## config.mk

```make
export PLATFORM = sky130hd
export DESIGN_NAME = text_console_cursor_engine_unit
export DESIGN_NICKNAME = d
export VERILOG_FILES = /design/src/rtl/core/tcce_pkg.sv /design/src/rtl/core/tcce_cfg_regs.sv /design/src/rtl/core/tcce_step.sv /design/src/rtl/core/tcce_cmd_buf.sv /design/src/rtl/core/text_console_cursor_engine_unit.sv
export SDC_FILE = /design/constraint.sdc
export NUM_CORES = 1
export LEC_CHECK = 0
export BUFFER_PORTS_ARGS = -buffer_cell sky130_fd_sc_hd__buf_4
export CAP_MARGIN = 20
export CELL_PAD_IN_SITES_DETAIL_PLACEMENT = 0
export CELL_PAD_IN_SITES_GLOBAL_PLACEMENT = 1
export CORE_MARGIN = 1.5
export CORE_UTILIZATION = 47
export CTS_BUF_LIST = sky130_fd_sc_hd__clkbuf_8
export CTS_CLUSTER_SIZE = 8
export DETAILED_ROUTE_END_ITERATION = 6
export PLACE_DENSITY_LB_ADDON = 0.1
export SLEW_MARGIN = 30
export SYNTH_ARGS = -nofsm -noshare
export SYNTH_HDL_FRONTEND = slang
export SYNTH_HIERARCHICAL = 1
export SYNTH_SLANG_ARGS = --single-unit
```

## constraint.sdc

```tcl
create_clock -name i_clk -period 5.4 [get_ports i_clk]
set_input_delay 1.62 -clock i_clk [delete_from_list [all_inputs] [get_ports i_clk]]
set_output_delay 1.62 -clock i_clk [all_outputs]
set_load 0.005 [all_outputs]
```

## src/rtl/core/tcce_pkg.sv

```systemverilog
// Shared types and constants for the text console cursor engine.
package tcce_pkg;

    // Display command codes
    typedef enum logic [1:0] {
        KIND_WRITE = 2'd0,
        KIND_MOVE  = 2'd1,
        KIND_CLEAR = 2'd2
    } t_kind;

    // Configuration register indexes
    localparam logic [1:0] CFG_COLUMNS  = 2'd0;
    localparam logic [1:0] CFG_ROWS     = 2'd1;
    localparam logic [1:0] CFG_FG_COLOR = 2'd2;
    localparam logic [1:0] CFG_BG_COLOR = 2'd3;

    // Register reset values
    localparam logic [7:0] COLUMNS_RST  = 8'd80;
    localparam logic [7:0] ROWS_RST     = 8'd25;
    localparam logic [3:0] FG_COLOR_RST = 4'd15;
    localparam logic [3:0] BG_COLOR_RST = 4'd0;

    // Control characters
    localparam logic [7:0] CH_LF  = 8'h0A;
    localparam logic [7:0] CH_CR  = 8'h0D;
    localparam logic [7:0] CH_BS  = 8'h08;
    localparam logic [7:0] CH_TAB = 8'h09;
    localparam logic [8:0] TAB_STEP = 9'd4;

    // Input mode codes
    localparam logic MODE_PUT   = 1'b0;
    localparam logic MODE_CLEAR = 1'b1;

    // Largest number of commands one item can cause
    localparam int MAX_CMDS = 3;

    typedef struct packed {
        logic [7:0] columns;
        logic [7:0] rows;
        logic [3:0] fg_color;
        logic [3:0] bg_color;
    } t_cfg;

    typedef struct packed {
        t_kind      kind;
        logic [7:0] cell_char;
        logic [3:0] fore;
        logic [3:0] back;
        logic [7:0] col;
        logic [7:0] row;
        logic       last;
    } t_cmd;

    // Result of one item: commands in issue order, count and new cursor
    typedef struct packed {
        t_cmd [MAX_CMDS-1:0] cmds;
        logic [1:0]          count;
        logic [7:0]          new_col;
        logic [7:0]          new_row;
    } t_step_res;

endpackage

```

## src/rtl/core/tcce_cfg_regs.sv

```systemverilog
// Configuration register bank for the text console cursor engine.
module tcce_cfg_regs
    import tcce_pkg::*;
(
    input  logic       i_clk,
    input  logic       i_rst_n,
    input  logic       i_cfg_wr_en,
    input  logic [1:0] i_cfg_index,
    input  logic [7:0] i_cfg_wdata,
    output t_cfg       o_cfg
);

    t_cfg r_cfg;
    t_cfg n_cfg;

    // Decode the register write
    always_comb begin
        n_cfg = r_cfg;
        if (i_cfg_wr_en) begin
            unique case (i_cfg_index)
                CFG_COLUMNS:  n_cfg.columns  = i_cfg_wdata;
                CFG_ROWS:     n_cfg.rows     = i_cfg_wdata;
                CFG_FG_COLOR: n_cfg.fg_color = i_cfg_wdata[3:0];
                CFG_BG_COLOR: n_cfg.bg_color = i_cfg_wdata[3:0];
                default:      n_cfg = r_cfg;
            endcase
        end
    end

    always_ff @(posedge i_clk) begin
        if (!i_rst_n) begin
            r_cfg.columns  <= COLUMNS_RST;
            r_cfg.rows     <= ROWS_RST;
            r_cfg.fg_color <= FG_COLOR_RST;
            r_cfg.bg_color <= BG_COLOR_RST;
        end else begin
            r_cfg <= n_cfg;
        end
    end

    assign o_cfg = r_cfg;

endmodule

```

## src/rtl/core/tcce_step.sv

```systemverilog
// Cursor update and command generation for one input item.
module tcce_step
    import tcce_pkg::*;
(
    input  logic       i_mode,
    input  logic [7:0] i_ch,
    input  logic [7:0] i_cur_col,
    input  logic [7:0] i_cur_row,
    input  t_cfg       i_cfg,
    output t_step_res  o_res
);

    logic [8:0] c;
    logic [8:0] r;
    logic       is_write;
    logic       wrap;
    logic       clr;
    t_cmd       wr_cmd;
    t_cmd       mv_cmd;
    t_cmd       clr_cmd;

    // Cursor motion; column and row carry one extra bit for overflow
    always_comb begin
        c        = {1'b0, i_cur_col};
        r        = {1'b0, i_cur_row};
        is_write = 1'b0;
        unique case (i_ch)
            CH_LF: begin
                c = '0;
                r = r + 9'd1;
            end
            CH_CR: begin
                c = '0;
            end
            CH_BS: begin
                if (c != '0) begin
                    c = c - 9'd1;
                end
            end
            CH_TAB: begin
                c = c + TAB_STEP;
            end
            default: begin
                is_write = 1'b1;
                c        = c + 9'd1;
            end
        endcase
        // Column wrap, then bottom-of-screen check
        wrap = (c >= {1'b0, i_cfg.columns});
        if (wrap) begin
            c = '0;
            r = r + 9'd1;
        end
        clr = (r >= {1'b0, i_cfg.rows});
    end

    // Candidate commands
    always_comb begin
        wr_cmd.kind      = KIND_WRITE;
        wr_cmd.cell_char = i_ch;
        wr_cmd.fore      = i_cfg.fg_color;
        wr_cmd.back      = i_cfg.bg_color;
        wr_cmd.col       = i_cur_col;
        wr_cmd.row       = i_cur_row;
        wr_cmd.last      = 1'b0;

        mv_cmd.kind      = KIND_MOVE;
        mv_cmd.cell_char = '0;
        mv_cmd.fore      = i_cfg.fg_color;
        mv_cmd.back      = i_cfg.bg_color;
        mv_cmd.col       = c[7:0];
        mv_cmd.row       = r[7:0];
        mv_cmd.last      = 1'b0;

        clr_cmd.kind      = KIND_CLEAR;
        clr_cmd.cell_char = '0;
        clr_cmd.fore      = i_cfg.fg_color;
        clr_cmd.back      = i_cfg.bg_color;
        clr_cmd.col       = '0;
        clr_cmd.row       = '0;
        clr_cmd.last      = 1'b0;
    end

    // Order the commands and mark the final one
    always_comb begin
        o_res = '0;
        if (i_mode == MODE_CLEAR) begin
            o_res.cmds[0] = clr_cmd;
            o_res.count   = 2'd1;
            o_res.new_col = '0;
            o_res.new_row = '0;
        end else begin
            o_res.cmds[0] = is_write ? wr_cmd : mv_cmd;
            o_res.cmds[1] = is_write ? mv_cmd : clr_cmd;
            o_res.cmds[2] = clr_cmd;
            o_res.count   = 2'd1 + {1'b0, is_write} + {1'b0, clr};
            o_res.new_col = clr ? 8'd0 : c[7:0];
            o_res.new_row = clr ? 8'd0 : r[7:0];
        end
        for (int i = 0; i < MAX_CMDS; i++) begin
            o_res.cmds[i].last = (2'(i) == (o_res.count - 2'd1));
        end
    end

endmodule

```

## src/rtl/core/tcce_cmd_buf.sv

```systemverilog
// Result register that issues the commands of one item, one per cycle while the receiver is ready.
module tcce_cmd_buf
    import tcce_pkg::*;
(
    input  logic       i_clk,
    input  logic       i_rst_n,
    input  logic       i_load,
    input  t_step_res  i_res,
    output logic       o_can_load,
    output logic       m_axis_tvalid,
    input  logic       m_axis_tready,
    output logic [31:0] m_axis_tdata,  // cell_char, fore, back, col, row
    output logic [1:0] m_axis_tuser,   // kind
    output logic       m_axis_tlast
);

    t_cmd [MAX_CMDS-1:0] r_cmds;
    t_cmd [MAX_CMDS-1:0] n_cmds;
    logic [1:0]          r_left;
    logic [1:0]          n_left;
    logic                take;

    assign take       = (r_left != 2'd0) && m_axis_tready;
    assign o_can_load = (r_left == 2'd0) || ((r_left == 2'd1) && m_axis_tready);

    // Load a fresh set or shift toward the head on each transaction
    always_comb begin
        n_cmds = r_cmds;
        n_left = r_left;
        if (i_load) begin
            n_cmds = i_res.cmds;
            n_left = i_res.count;
        end else if (take) begin
            for (int i = 0; i < MAX_CMDS - 1; i++) begin
                n_cmds[i] = r_cmds[i+1];
            end
            n_left = r_left - 2'd1;
        end
    end

    always_ff @(posedge i_clk) begin
        if (!i_rst_n) begin
            r_left <= '0;
        end else begin
            r_left <= n_left;
        end
    end

    always_ff @(posedge i_clk) begin
        r_cmds <= n_cmds;
    end

    assign m_axis_tvalid = (r_left != 2'd0);
    assign m_axis_tdata  = {r_cmds[0].row, r_cmds[0].col, r_cmds[0].back,
                            r_cmds[0].fore, r_cmds[0].cell_char};
    assign m_axis_tuser  = r_cmds[0].kind;
    assign m_axis_tlast  = r_cmds[0].last;

endmodule

```

## src/rtl/core/text_console_cursor_engine_unit.sv

```systemverilog
// Top level of the text console cursor engine.
//
//  Channel  Direction  Payload
//  s_axis   in         tuser = mode, tdata = ch
//  m_axis   out        tuser = kind, tdata = cell_char/fore/back/col/row, tlast = last
//  cfg      in         i_cfg_index selects columns/rows/fg_color/bg_color
//
// An accepted item sits in the input register, is turned into one to three
// commands by combinational logic and moves into the result register when
// that register can load. The result register issues one command per cycle
// while the output is ready; a printable character causing a screen clear
// gives the three-command case. A stalled output holds the result register,
// and the input register still takes one more item.
// Synchronous active-low reset empties both registers and homes the cursor.
module text_console_cursor_engine_unit
    import tcce_pkg::*;
(
    input  logic        i_clk,
    input  logic        i_rst_n,
    input  logic        i_cfg_wr_en,
    input  logic [1:0]  i_cfg_index,
    input  logic [7:0]  i_cfg_wdata,
    input  logic        s_axis_tvalid,
    output logic        s_axis_tready,
    input  logic [7:0]  s_axis_tdata,   // ch
    input  logic        s_axis_tuser,   // mode
    output logic        m_axis_tvalid,
    input  logic        m_axis_tready,
    output logic [31:0] m_axis_tdata,   // cell_char, fore, back, col, row
    output logic [1:0]  m_axis_tuser,   // kind
    output logic        m_axis_tlast
);

    t_cfg      cfg;
    t_step_res res;
    logic      buf_can_load;
    logic      s_take;
    logic      move;

    logic       r_in_valid;
    logic       n_in_valid;
    logic       r_in_mode;
    logic [7:0] r_in_ch;
    logic [7:0] r_cur_col;
    logic [7:0] r_cur_row;

    tcce_cfg_regs u_cfg (
        .i_clk       (i_clk),
        .i_rst_n     (i_rst_n),
        .i_cfg_wr_en (i_cfg_wr_en),
        .i_cfg_index (i_cfg_index),
        .i_cfg_wdata (i_cfg_wdata),
        .o_cfg       (cfg)
    );

    // Input register handshake
    assign s_axis_tready = !r_in_valid || buf_can_load;
    assign s_take        = s_axis_tvalid && s_axis_tready;
    assign move          = r_in_valid && buf_can_load;

    always_comb begin
        n_in_valid = r_in_valid;
        if (s_take) begin
            n_in_valid = 1'b1;
        end else if (move) begin
            n_in_valid = 1'b0;
        end
    end

    always_ff @(posedge i_clk) begin
        if (!i_rst_n) begin
            r_in_valid <= 1'b0;
            r_cur_col  <= '0;
            r_cur_row  <= '0;
        end else begin
            r_in_valid <= n_in_valid;
            if (move) begin
                r_cur_col <= res.new_col;
                r_cur_row <= res.new_row;
            end
        end
    end

    always_ff @(posedge i_clk) begin
        if (s_take) begin
            r_in_mode <= s_axis_tuser;
            r_in_ch   <= s_axis_tdata;
        end
    end

    tcce_step u_step (
        .i_mode    (r_in_mode),
        .i_ch      (r_in_ch),
        .i_cur_col (r_cur_col),
        .i_cur_row (r_cur_row),
        .i_cfg     (cfg),
        .o_res     (res)
    );

    tcce_cmd_buf u_buf (
        .i_clk         (i_clk),
        .i_rst_n       (i_rst_n),
        .i_load        (move),
        .i_res         (res),
        .o_can_load    (buf_can_load),
        .m_axis_tvalid (m_axis_tvalid),
        .m_axis_tready (m_axis_tready),
        .m_axis_tdata  (m_axis_tdata),
        .m_axis_tuser  (m_axis_tuser),
        .m_axis_tlast  (m_axis_tlast)
    );

endmodule

```

==> results by group, run 1 <==
Setup path
  • Req. time, crit path: around 5600 ps
  • Crit path DAT: 5810 ps
  • Critical Path Start Type: register
  • Worst Setup Path Type: reg -> reg
  • CP Max Fanout: 4
  • CP endpoint kind: register

Timing
  • Max_slew headroom: 44.40%
  • Worst-margin pin slew: roughly 830 ps
  • Clock skew: about 11 ps
  • Final WS setup: -199.4 ps
  • Count of final hold-check violations: 0
  • RSZ-0062 raised after global routing: true
  • Final slew viol count: 0
  • Crit share post-route: 103.7%
  • Achievable Freq: 0.1786 GHz
  • Final setup viols: 19
  • TNS Setup: -2012 ps
  • Min Tclk post-route: 5599 ps

Route
  • Vias: 5914
  • Detailed-route DRC error count: 0
  • DR WL/cell: 17.68 µm
  • Initial DRC Count: 346
  • Router iterations before antenna repair: 5
  • Total Wirelength: approximately 20 mm
  • Via/cell ratio: 5.120
  • Final ANT Viol Nets: 0

Placed design
  • Post-DP HPWL: around 14 mm
  • PortBufs: 60
  • Routability Congestion: about 0.88

Floorplan
  • Die width: 142.3 µm
  • Starting density of the core: a little under 50%
  • Chip Height: 142.3 µm
  • Ports: 61
  • Core Region: 0.01883 mm²
  • Row count: 50
  • Die area: around 0.020 mm²

Finish
  • Diodes inserted: 0
  • P&R area growth vs syn: 16.12%
  • Layout cell share with drive strength beyond 1: 37.99%
  • Fin nets: 931
  • Core Util, Final: 56.20%

Yosys
  • Synth warn: 6
  • Avg Inst Size Synth: 11.55 µm²
  • Sequential fraction of the synthesis area: 47.01%
  • Share of synthesized registers carrying an async set or reset: 0%
  • Synth top area share: 37.56%
  • Syn Inst Count: 789
  • Largest cells by area after synthesis: edfxtp_1, mux2_4, dfxtp_1, buf_4, ha_1
  • Seq cells post-synth: 157
  • Post-synth EDFFs: 114
  • Post-synth top flop: edfxtp_1
  • Post-synthesis cell type count: 71
  • Cell taking the most area after synthesis: edfxtp_1
  • Mapped cell area: 0.009114 mm²

Clock tree
  • Clock Path Buffers: 2
  • Clock transition at path regs: 90 ps
  • CTS tree: built
  • Hold buffers post-CTS: 0
  • Root buf cell: clkbuf_8
  • Clk Latency, worst-skew pair: 460 ps
  • # H-tree levels: 4
  • Sink Count: 157
  • CTS Buf Count: 17

GRT
  • GR Layer Usage met1: 28.77%
  • Met3 Usage GRT: around 3.4%
  • First-pass GRT wire length: 32.01 mm
  • GRT Total Usage: between 20% and 30%
  • Busiest grt layer: met2
  • Grt met2 use: 33.38%
  • Largest net degree at the start of global routing: roughly 70
  • Vias in the first global route: 5888
  • Global route total overflow: 0
  • Initial antenna violation count: 0

Power and ir drop
  • VDD IR max: 0.1754 mV
  • PD cells: 309.4 mW/mm²
  • Overall power: 3.274 mW
  • Lkg Pwr: ~4.4 nW

Outcome
  • Status: finished, violations left
  • Failing checks: negative setup slack

Run
  • Maxcap violations: 0

Hold path
  • Hold WC Path Type: reg -> reg
## area by class of cell
cell class / instances / area, µm²
Tap cell: 260 / 325.3
Timing Repair Buffer: 167 / 1286
Multi-Input combinational cell: 500 / 4114
Clock inverter: 15 / 188.9
Sequential cell: 157 / 4284
Inverter: 39 / 150.1
Fill cell: 1637 / 8248
Clock buffer: 17 / 234.0
## stage by stage
stage | std cells | instance area (µm²) | hold WS (ps) | setup WS [ps]
3_5_place_dp | 1097 | 9723 | 451.9 | -414.9
4_1_cts | 1143 | 10390 | 466.6 | -86.16
2_1_floorplan | 821 | 9295 | 434.7 | 2.505
3_3_place_gp | 1097 | 9723 | 451.3 | -243.3
5_1_grt | 1155 | 10580 | 502.5 | -427.8
6_report | 1155 | 10580 | 465.5 | -199.4
## flip-flops by register name (all words and copies together), names as in the netlist
register	flops
u_buf/r_cmds	70
r_cur_col	8
r_in_valid	1
r_in_ch	8
r_cur_row	8
u_buf/r_left	2
u_buf/m_axis_tdata	32
u_cfg/o_cfg	24
r_in_mode	1
u_buf/m_axis_tlast	1
u_buf/m_axis_tuser	2
## worst max-delay path, stage by stage, from the launching register on
cell	delay, ps
dfxtp_1	340
or3_1	390
or3_1	350
nor3_1	190
xnor2_1	100
o31a_1	260
o22ai_2	160
ha_1	300
a21oi_1	200
nand2_2	90
a311oi_4	400
a311oi_4	160
a21oi_2	210
xor2_1	230
inv_1	110
ha_4	230
a21o_1	150
a21o_1	180
a21oi_2	120
o31ai_1	60
o21bai_2	200
a31oi_1	180
buf_4	180
ha_4	210
nand2_2	60
nor2_1	40
mux2_4	250
## synthesized netlist by cell type, types with 9 or more instances
library cell / n
inv_1: 37
and3_1: 9
nor3_1: 10
mux2_4: 68
buf_4: 86
nand3_1: 10
edfxtp_1: 114
nand2_1: 78
a21oi_1: 21
xnor2_1: 11
xor2_1: 10
nor2_1: 25
mux2i_1: 23
dfxtp_1: 43
clkbuf_1: 21
o21ai_0: 21
nor2_2: 9
nand4_1: 18
nor2b_1: 26
ha_1: 25
o21ai_2: 9
## cell usage in the layout (no fill, tap or decap), types with 6 or more instances in the layout
| master | instances |
|---|---|
| nor3_1 | 6 |
| xnor2_1 | 10 |
| o21ai_2 | 9 |
| buf_4 | 163 |
| nand2_1 | 75 |
| nand4_1 | 18 |
| o21ai_0 | 11 |
| clkbuf_8 | 17 |
| nor2_4 | 9 |
| a21o_1 | 7 |
| mux2i_1 | 23 |
| mux2_4 | 69 |
| o21ai_1 | 10 |
| edfxtp_1 | 114 |
| and3_1 | 8 |
| nor2_1 | 25 |
| a21oi_1 | 18 |
| inv_1 | 36 |
| ha_1 | 20 |
| xor2_1 | 9 |
| nor2b_1 | 26 |
| dfxtp_1 | 43 |
| conb_1 | 33 |
| nand3_1 | 6 |
## cell families after synthesis
logic type / after synthesis / share of synthesized area [%]
other: 1 / 0.04115
AOI/OAI and AO/OA: 101 / 7.798
buffers and inverters: 165 / 12.31
adders and majority gates: 25 / 3.432
xor gates and xnor gates: 21 / 2.018
and+or+nand+nor: 224 / 13.17
muxes: 95 / 14.22
DFF: 157 / 47.01
## power breakdown
part           switching [mW]  total, mW  internal, mW
Combinational           0.348      0.717         0.369
Sequential             0.0597       1.61          1.55
Clock                   0.482      0.949         0.468
## per-layer routing
metal	wire [µm]	vias to the layer above	share of wire, %
li1	-	2873	-
met1	9969	2918	49
met2	9614	108	47
met3	611	15	3.0
met4	227	0	1.1
met5	0	-	0
## timing repair
| item | 4_1_cts | 5_1_grt |
|---|---|---|
| setup buffers | 14 | 11 |
| gates resized for setup | 23 | 29 |
| pin swaps | 17 | 10 |
| endpoints found under the setup margin | 21 | 21 |
| gates cloned | 0 | 1 |
## final timing paths
path	startpoint	to	slack, ps	cells past startpoint
worst max-delay path	r_cur_col[2]	u_buf/r_cmds[35]	-200	26
worst min-delay path	u_cfg/o_cfg[9]	u_cfg/o_cfg[9]	470	2
worst max register to register	r_cur_col[2]	u_buf/r_cmds[35]	-200	26
worst min register to register	u_cfg/o_cfg[9]	u_cfg/o_cfg[9]	470	2
Note: power is estimated with default switching activity, not from simulation.
==> inputs of run 2 (changes only) <==
ABC_AREA = 1   (was not set)
CORE_UTILIZATION = 43   (was 47)
REMOVE_ABC_BUFFERS = 1   (was not set)
==> results by group, run 2 <==
Outcome
  • Status: finished clean

Floorplan
  • Core Region: 0.02109 mm² (+12%)
  • Die area: 0.02243 mm² (+11%)
  • Row count: 53 (+6.0%)
  • Ports: 61 (unchanged)
  • Chip Height: 149.8 µm (+5.3%)
  • Die width: 149.8 µm (+5.3%)
  • Starting density of the core: 43.92% (-4.5 points)

Route
  • DR WL/cell: 13.83 µm (-22%)
  • Vias: 6737 (+14%)
  • Detailed-route DRC error count: 0 (unchanged)
  • Router iterations before antenna repair: 5 (unchanged)
  • Total Wirelength: 19.80 mm (-3.1%)
  • Final ANT Viol Nets: 0 (unchanged)
  • Initial DRC Count: 364 (+5.2%)
  • Via/cell ratio: 4.708 (-8.1%)

Setup path
  • R2R cell count: 31 (+19%)
  • R2R setup slack: 520 ps (+720 ps)
  • CP Max Fanout: 8 (+4)
  • Slowest cell on crit path: edfxtp_1
  • Worst Setup Path Type: reg -> reg
  • Most numerous cell on the critical path: nand2_1
  • Worst r2r dst: u_buf/m_axis_tlast
  • Req. time, crit path: 5620 ps (about the same)
  • CP endpoint kind: register
  • CP max stage delay: 400 ps (about the same)
  • Crit path DAT: 5110 ps (-700 ps)
  • Reg2reg start: r_in_ch[7]
  • Critical Path Start Type: register

Clock tree
  • Clk Latency, worst-skew pair: 470 ps (about the same)
  • Clock Path Buffers: 2 (unchanged)
  • # H-tree levels: 4 (unchanged)
  • CTS tree: built
  • Root buf cell: clkbuf_8
  • Clock transition at path regs: 100 ps (about the same)
  • Sink Count: 157 (unchanged)
  • CTS Buf Count: 17 (unchanged)

Run
  • Maxcap violations: 0 (unchanged)

Finish
  • Fillers: 2193 (+34%)
  • Layout cell share with drive strength beyond 1: 16.44% (-22 points)
  • Multi-input gate area: 0.003745 mm² (-9.0%)
  • Fin nets: 1192 (+28%)
  • Most frequent cells in the layout: nand2_1, nor2_1, edfxtp_1
  • Max FFs per register: 70 (unchanged)
  • P&R area growth vs syn: 6.174%
  • Largest register by flop count: u_buf/r_cmds
  • Most common cell after layout, fill and taps aside: nand2_1
  • Reg area: 0.004292 mm² (+0.18%)
  • Final non-filler cell total: 1431 (+24%)
  • Diodes inserted: 0 (unchanged)

Timing
  • Worst-margin pin slew: 756.0 ps (-70.62 ps)
  • Min Tclk post-route: 4882 ps (-717.1 ps)
  • Final setup viols: 0 (-19)
  • Clock skew: 11.83 ps (+0.8155 ps)
  • Final slew viol count: 0 (unchanged)
  • Achievable Freq: 0.2048 GHz (+15%)
  • Max_slew headroom: 49.42% (+5.0 points)
  • Hold_ws: 468.7 ps (+3.246 ps)
  • Count of final hold-check violations: 0 (unchanged)
  • Crit share post-route: 90.41% (-13 points)

Yosys
  • Synth top area share: 36.96% (-0.60 points)
  • Post-synthesis cell type count: 45 (-37%)
  • Cell taking the most area after synthesis: edfxtp_1
  • Synth warn: 6 (unchanged)
  • Sequential fraction of the synthesis area: 46.26% (-0.75 points)
  • Most frequent cell after synthesis: nand2_1
  • Post-synth EDFFs: 114 (unchanged)
  • Top post-synthesis cells by count: nand2_1, nor2_1, edfxtp_1
  • Seq cells post-synth: 157 (unchanged)
  • Share of synthesized registers carrying an async set or reset: 0% (unchanged)
  • Avg Inst Size Synth: 8.096 µm² (-30%)
  • Largest cells by area after synthesis: edfxtp_1, nand2_1, dfxtp_1, buf_4, nor2_1
  • Syn Inst Count: 1144 (+45%)
  • Post-synth top flop: edfxtp_1
  • Mapped cell area: 0.009261 mm² (+1.6%)

Hold path
  • Hold worst-path end: u_cfg/o_cfg[22]
  • Hold WC Path Type: reg -> reg
  • Hold Path Origin: u_cfg/o_cfg[22]
  • Worst Hold Depth: 2 (unchanged)

Placed design
  • Placed Instances: 1393 (+27%)
  • Routability Congestion: 0.8454 (-4.4%)
  • PortBufs: 60 (unchanged)
  • Post-DP HPWL: 13.53 mm (-3.8%)

GRT
  • Vias in the first global route: 6409 (+8.8%)
  • GRT Total Usage: 18.91% (-1.8 points)
  • Initial antenna violation count: 0 (unchanged)
  • Global route total overflow: 0 (unchanged)
  • Largest net degree at the start of global routing: 72 (+5.9%)
  • First-pass GRT wire length: 32.80 mm (+2.5%)

Power and ir drop
  • Overall power: 4.060 mW (+24%)
  • VDD IR max: 0.2762 mV (+57%)
  • Lkg Pwr: 4.589 nW (+3.3%)
  • PD cells: 412.9 mW/mm² (+33%)
## run 2: changes by cell type after synthesis, moves of 26 or more
cell,delta
nand3_1,+41
nor2_1,+98
inv_1,+69
nor2b_1,-26
nand2_1,+319
mux2_4,-68
## run 2: area by class of cell
class / instances / share of cell area (%)
tap: 275 / 3.499
multi-input combinational: 772 / 38.08
clock buffer: 18 / 2.519
inverter: 118 / 4.543
clock inverter: 14 / 1.578
sequential: 157 / 43.64
timing repair buffer: 77 / 6.133
## run 2: worst max-delay path by stage
stage                       start               endpoint  slack, ps  depth (start not counted)
floorplan           m_axis_tready  u_buf/m_axis_tdata[0]       -380                          6
global placement     r_cur_col[0]       u_buf/r_cmds[35]        310                         36
detailed placement   r_cur_col[0]       u_buf/r_cmds[35]        280                         38
CTS                  r_cur_col[0]       u_buf/r_cmds[35]        250                         38
global route         r_cur_col[0]     u_buf/m_axis_tlast        -20                         38
finish                 r_in_ch[7]     u_buf/m_axis_tlast        520                         31
## run 2: power by group
| group | internal [mW] | leakage, nW | switching, mW |
|---|---|---|---|
| registers | 1.67 | 1.44 | 0.107 |
| logic | 0.499 | 2.95 | 0.882 |
| clock network | 0.396 | 0.200 | 0.511 |
## run 2: repair_timing
item	in CTS	in global routing
gates resized for setup	0	13
setup buffers	0	6
hold buffers	0	0
setup endpoints to repair	0	21
## run 2: stage by stage
| step | worst slack (ps) | TNS, ps | cell area [µm²] | utilization, % |
|---|---|---|---|---|
| 2_1_floorplan | -380.1 | -26600 | 8449 | - |
| 3_3_place_gp | 308.2 | 0 | 9354 | 44.36 |
| 3_5_place_dp | 284.3 | 0 | 9358 | 44.38 |
| 4_1_cts | 246.1 | 0 | 9761 | 46.29 |
| 5_1_grt | -23.82 | -47.28 | 9833 | 46.63 |
| 6_report | 517.8 | 0 | 9833 | 46.63 |
## run 2: critical path: cells and delay by family (launching register included)
kind	cells	cell delay [ps]
AOI/OAI and AO/OA	5	940
adders and majority gates	3	790
buffers and inverters	4	540
DFF	1	400
and+or+nand+nor	19	1970
## run 2: cell families (layout without fill, tap and decap cells)
| kind of cell | Yosys count | count (layout) | synth area share, % |
|---|---|---|---|
| fa+ha+maj | 25 | 25 | 3.377 |
| xor+xnor | 11 | 11 | 1.121 |
| other cells | 1 | 33 | 0.04049 |
| simple gates | 642 | 642 | 30.46 |
| flops | 157 | 157 | 46.26 |
| compound gates | 61 | 61 | 3.877 |
| buf+inv | 247 | 227 | 14.86 |
## run 2: layer usage
| metal | up-vias | global-route usage (%) | part of all wire (%) |
|---|---|---|---|
| li1 | 3499 | - | - |
| met1 | 3116 | 25.56 | 49 |
| met2 | 103 | 31.06 | 47 |
| met3 | 19 | 3.262 | 3.3 |
| met4 | 0 | 5.490 | 1.1 |
| met5 | - | 0 | 0 |
==> inputs of run 3 (changes only) <==
==> constraint.sdc (replaced) <==
create_clock -name i_clk -period 4.4 [get_ports i_clk]
set_input_delay 0.88 -clock i_clk [delete_from_list [all_inputs] [get_ports i_clk]]
set_output_delay 0.88 -clock i_clk [all_outputs]
set_load 0.005 [all_outputs]
==> results by group, run 3 (same netlist as run 2, synthesis figures left out) <==
Route
  • Total Wirelength: 20.77 mm (+4.9%)
  • Vias: 6956 (+3.3%)
  • Final ANT Viol Nets: 0 (unchanged)
  • Detailed-route DRC error count: 0 (unchanged)
  • Initial DRC Count: 459 (+26%)
  • Router iterations before antenna repair: 5 (unchanged)
  • Via/cell ratio: 4.678 (-0.64%)
  • DR WL/cell: 13.97 µm (+0.95%)

Finish
  • Most frequent cells in the layout: nand2_1, buf_4, nor2_1
  • Max FFs per register: 70 (unchanged)
  • Largest register by flop count: u_buf/r_cmds
  • Diodes inserted: 0 (unchanged)
  • Fin nets: 1248 (+4.7%)
  • P&R area growth vs syn: 13.62%
  • Core Util, Final: 49.90% (+3.3 points)
  • Layout cell share with drive strength beyond 1: 23.68% (+7.2 points)
  • Most common cell after layout, fill and taps aside: nand2_1

Setup path
  • R2R setup slack: 70 ps (-450 ps)
  • Req. time, crit path: 4620 ps (-1000 ps)
  • Worst Setup Path Type: reg -> reg
  • Crit path DAT: 4550 ps (-560 ps)
  • CP endpoint kind: register
  • Critical Path Start Type: register
  • Slowest cell on crit path: edfxtp_1
  • Most numerous cell on the critical path: nand2_1
  • CP max stage delay: 420 ps (+20 ps)
  • CP Max Fanout: 7 (-1)

Power and ir drop
  • VDD IR max: 0.5263 mV (+91%)
  • PD cells: 503.4 mW/mm² (+22%)
  • Lkg Pwr: 4.873 nW (+6.2%)

Timing
  • Count of final hold-check violations: 0 (unchanged)
  • Worst-margin pin slew: 652.0 ps (-104.1 ps)
  • Final setup viols: 0 (unchanged)
  • Final slew viol count: 0 (unchanged)
  • Max_slew headroom: 56.54% (+7.1 points)
  • Crit share post-route: 98.42% (+8.0 points)
  • Min Tclk post-route: 4330 ps (-551.9 ps)
  • TNS Setup: 0 ps (unchanged)
  • Achievable Freq: 0.2309 GHz (+13%)
  • Hold_ws: 463.4 ps (-5.284 ps)
  • Clock skew: 15.33 ps (+3.494 ps)
  • RSZ-0062 raised after global routing: true

Clock tree
  • CTS tree: built
  • Clk Latency, worst-skew pair: 460 ps (about the same)
  • # H-tree levels: 4 (unchanged)
  • Root buf cell: clkbuf_8
  • CTS Buf Count: 17 (unchanged)
  • Clock transition at path regs: 100 ps (about the same)
  • Sink Count: 157 (unchanged)
  • Clock Path Buffers: 2 (unchanged)

GRT
  • Largest net degree at the start of global routing: 49 (-32%)
  • GRT Total Usage: 18.92% (about the same)
  • First-pass GRT wire length: 32.98 mm (+0.55%)
  • Global route total overflow: 0 (unchanged)
  • Vias in the first global route: 6480 (+1.1%)
  • Initial antenna violation count: 0 (unchanged)

Floorplan
  • Row count: 53 (unchanged)
  • Ports: 61 (unchanged)
  • Die area: 0.02243 mm² (unchanged)
  • Starting density of the core: 43.92% (unchanged)
  • Die width: 149.8 µm (unchanged)
  • Chip Height: 149.8 µm (unchanged)
  • Core Region: 0.02109 mm² (unchanged)

Outcome
  • Status: finished clean

Run
  • Maxcap violations: 0 (unchanged)

Hold path
  • Hold WC Path Type: reg -> reg

Placed design
  • PortBufs: 60 (unchanged)
  • Routability Congestion: 0.8856 (+4.8%)
  • Post-DP HPWL: 13.79 mm (+1.9%)
-- run 3: path summary, 6_finish.rpt --
path / cells past startpoint / endpoint / from
hold reg to reg: 2 / u_cfg/o_cfg[22] / u_cfg/o_cfg[22]
setup / recovery: 34 / u_buf/r_cmds[35] / r_in_ch[6]
setup reg to reg: 34 / u_buf/r_cmds[35] / r_in_ch[6]
hold / removal: 2 / u_cfg/o_cfg[22] / u_cfg/o_cfg[22]
-- run 3: metrics by stage --
stage               setup WS, ps  cell area, µm²  instances  total power, mW
detailed placement        -98.52            9738       1442            4.038
global route              -282.6           10520       1487            5.665
global placement          -61.78            9734       1442            4.032
CTS                       -26.00           10240       1480            5.209
finish                     69.63           10520       1487            5.297
floorplan                 -640.1            8449       1047            3.268
-- run 3: final cells by class --
| type | count | area, µm² |
|---|---|---|
| Sequential cell | 157 | 4287 |
| Clock buffer | 18 | 247.7 |
| Fill cell | 2119 | 10570 |
| Inverter | 118 | 455.4 |
| Timing Repair Buffer | 133 | 1076 |
| Clock inverter | 14 | 135.1 |
| Multi-Input combinational cell | 772 | 3978 |
| Tap cell | 275 | 344.1 |
-- run 3: worst max-delay path, delay by kind of cell (launching register included) --
family,cells,cell delay [ps]
AO/OA/AOI/OAI,4,540
adder cells (fa/ha/maj),3,670
buffers and inverters,5,430
flip-flops,1,420
AND/OR/NAND/NOR,22,2020
-- run 3: repair_timing --
action                                  4_1_cts  5_1_grt
pin swaps                                    13       30
resized for setup                            22       55
endpoints found under the setup margin        5       21
buffers inserted                              6        8
endpoints found under the hold margin         0        0
cloned                                        0        1
hold buffers                                  0        0
-- run 3: routing by layer --
metal	global-route usage (%)	wire length, µm	vias up
li1	-	-	3619
met5	0	0	-
met2	30.02	9444	135
met1	26.36	10280	3175
met3	2.774	706	27
met4	6.569	339	0
-- run 3: power breakdown --
part / internal, mW / switching, mW / leakage (nW)
clock: 0.473 / 0.606 / 0.187
combinational: 0.843 / 1.22 / 3.24
sequential: 2.04 / 0.116 / 1.44
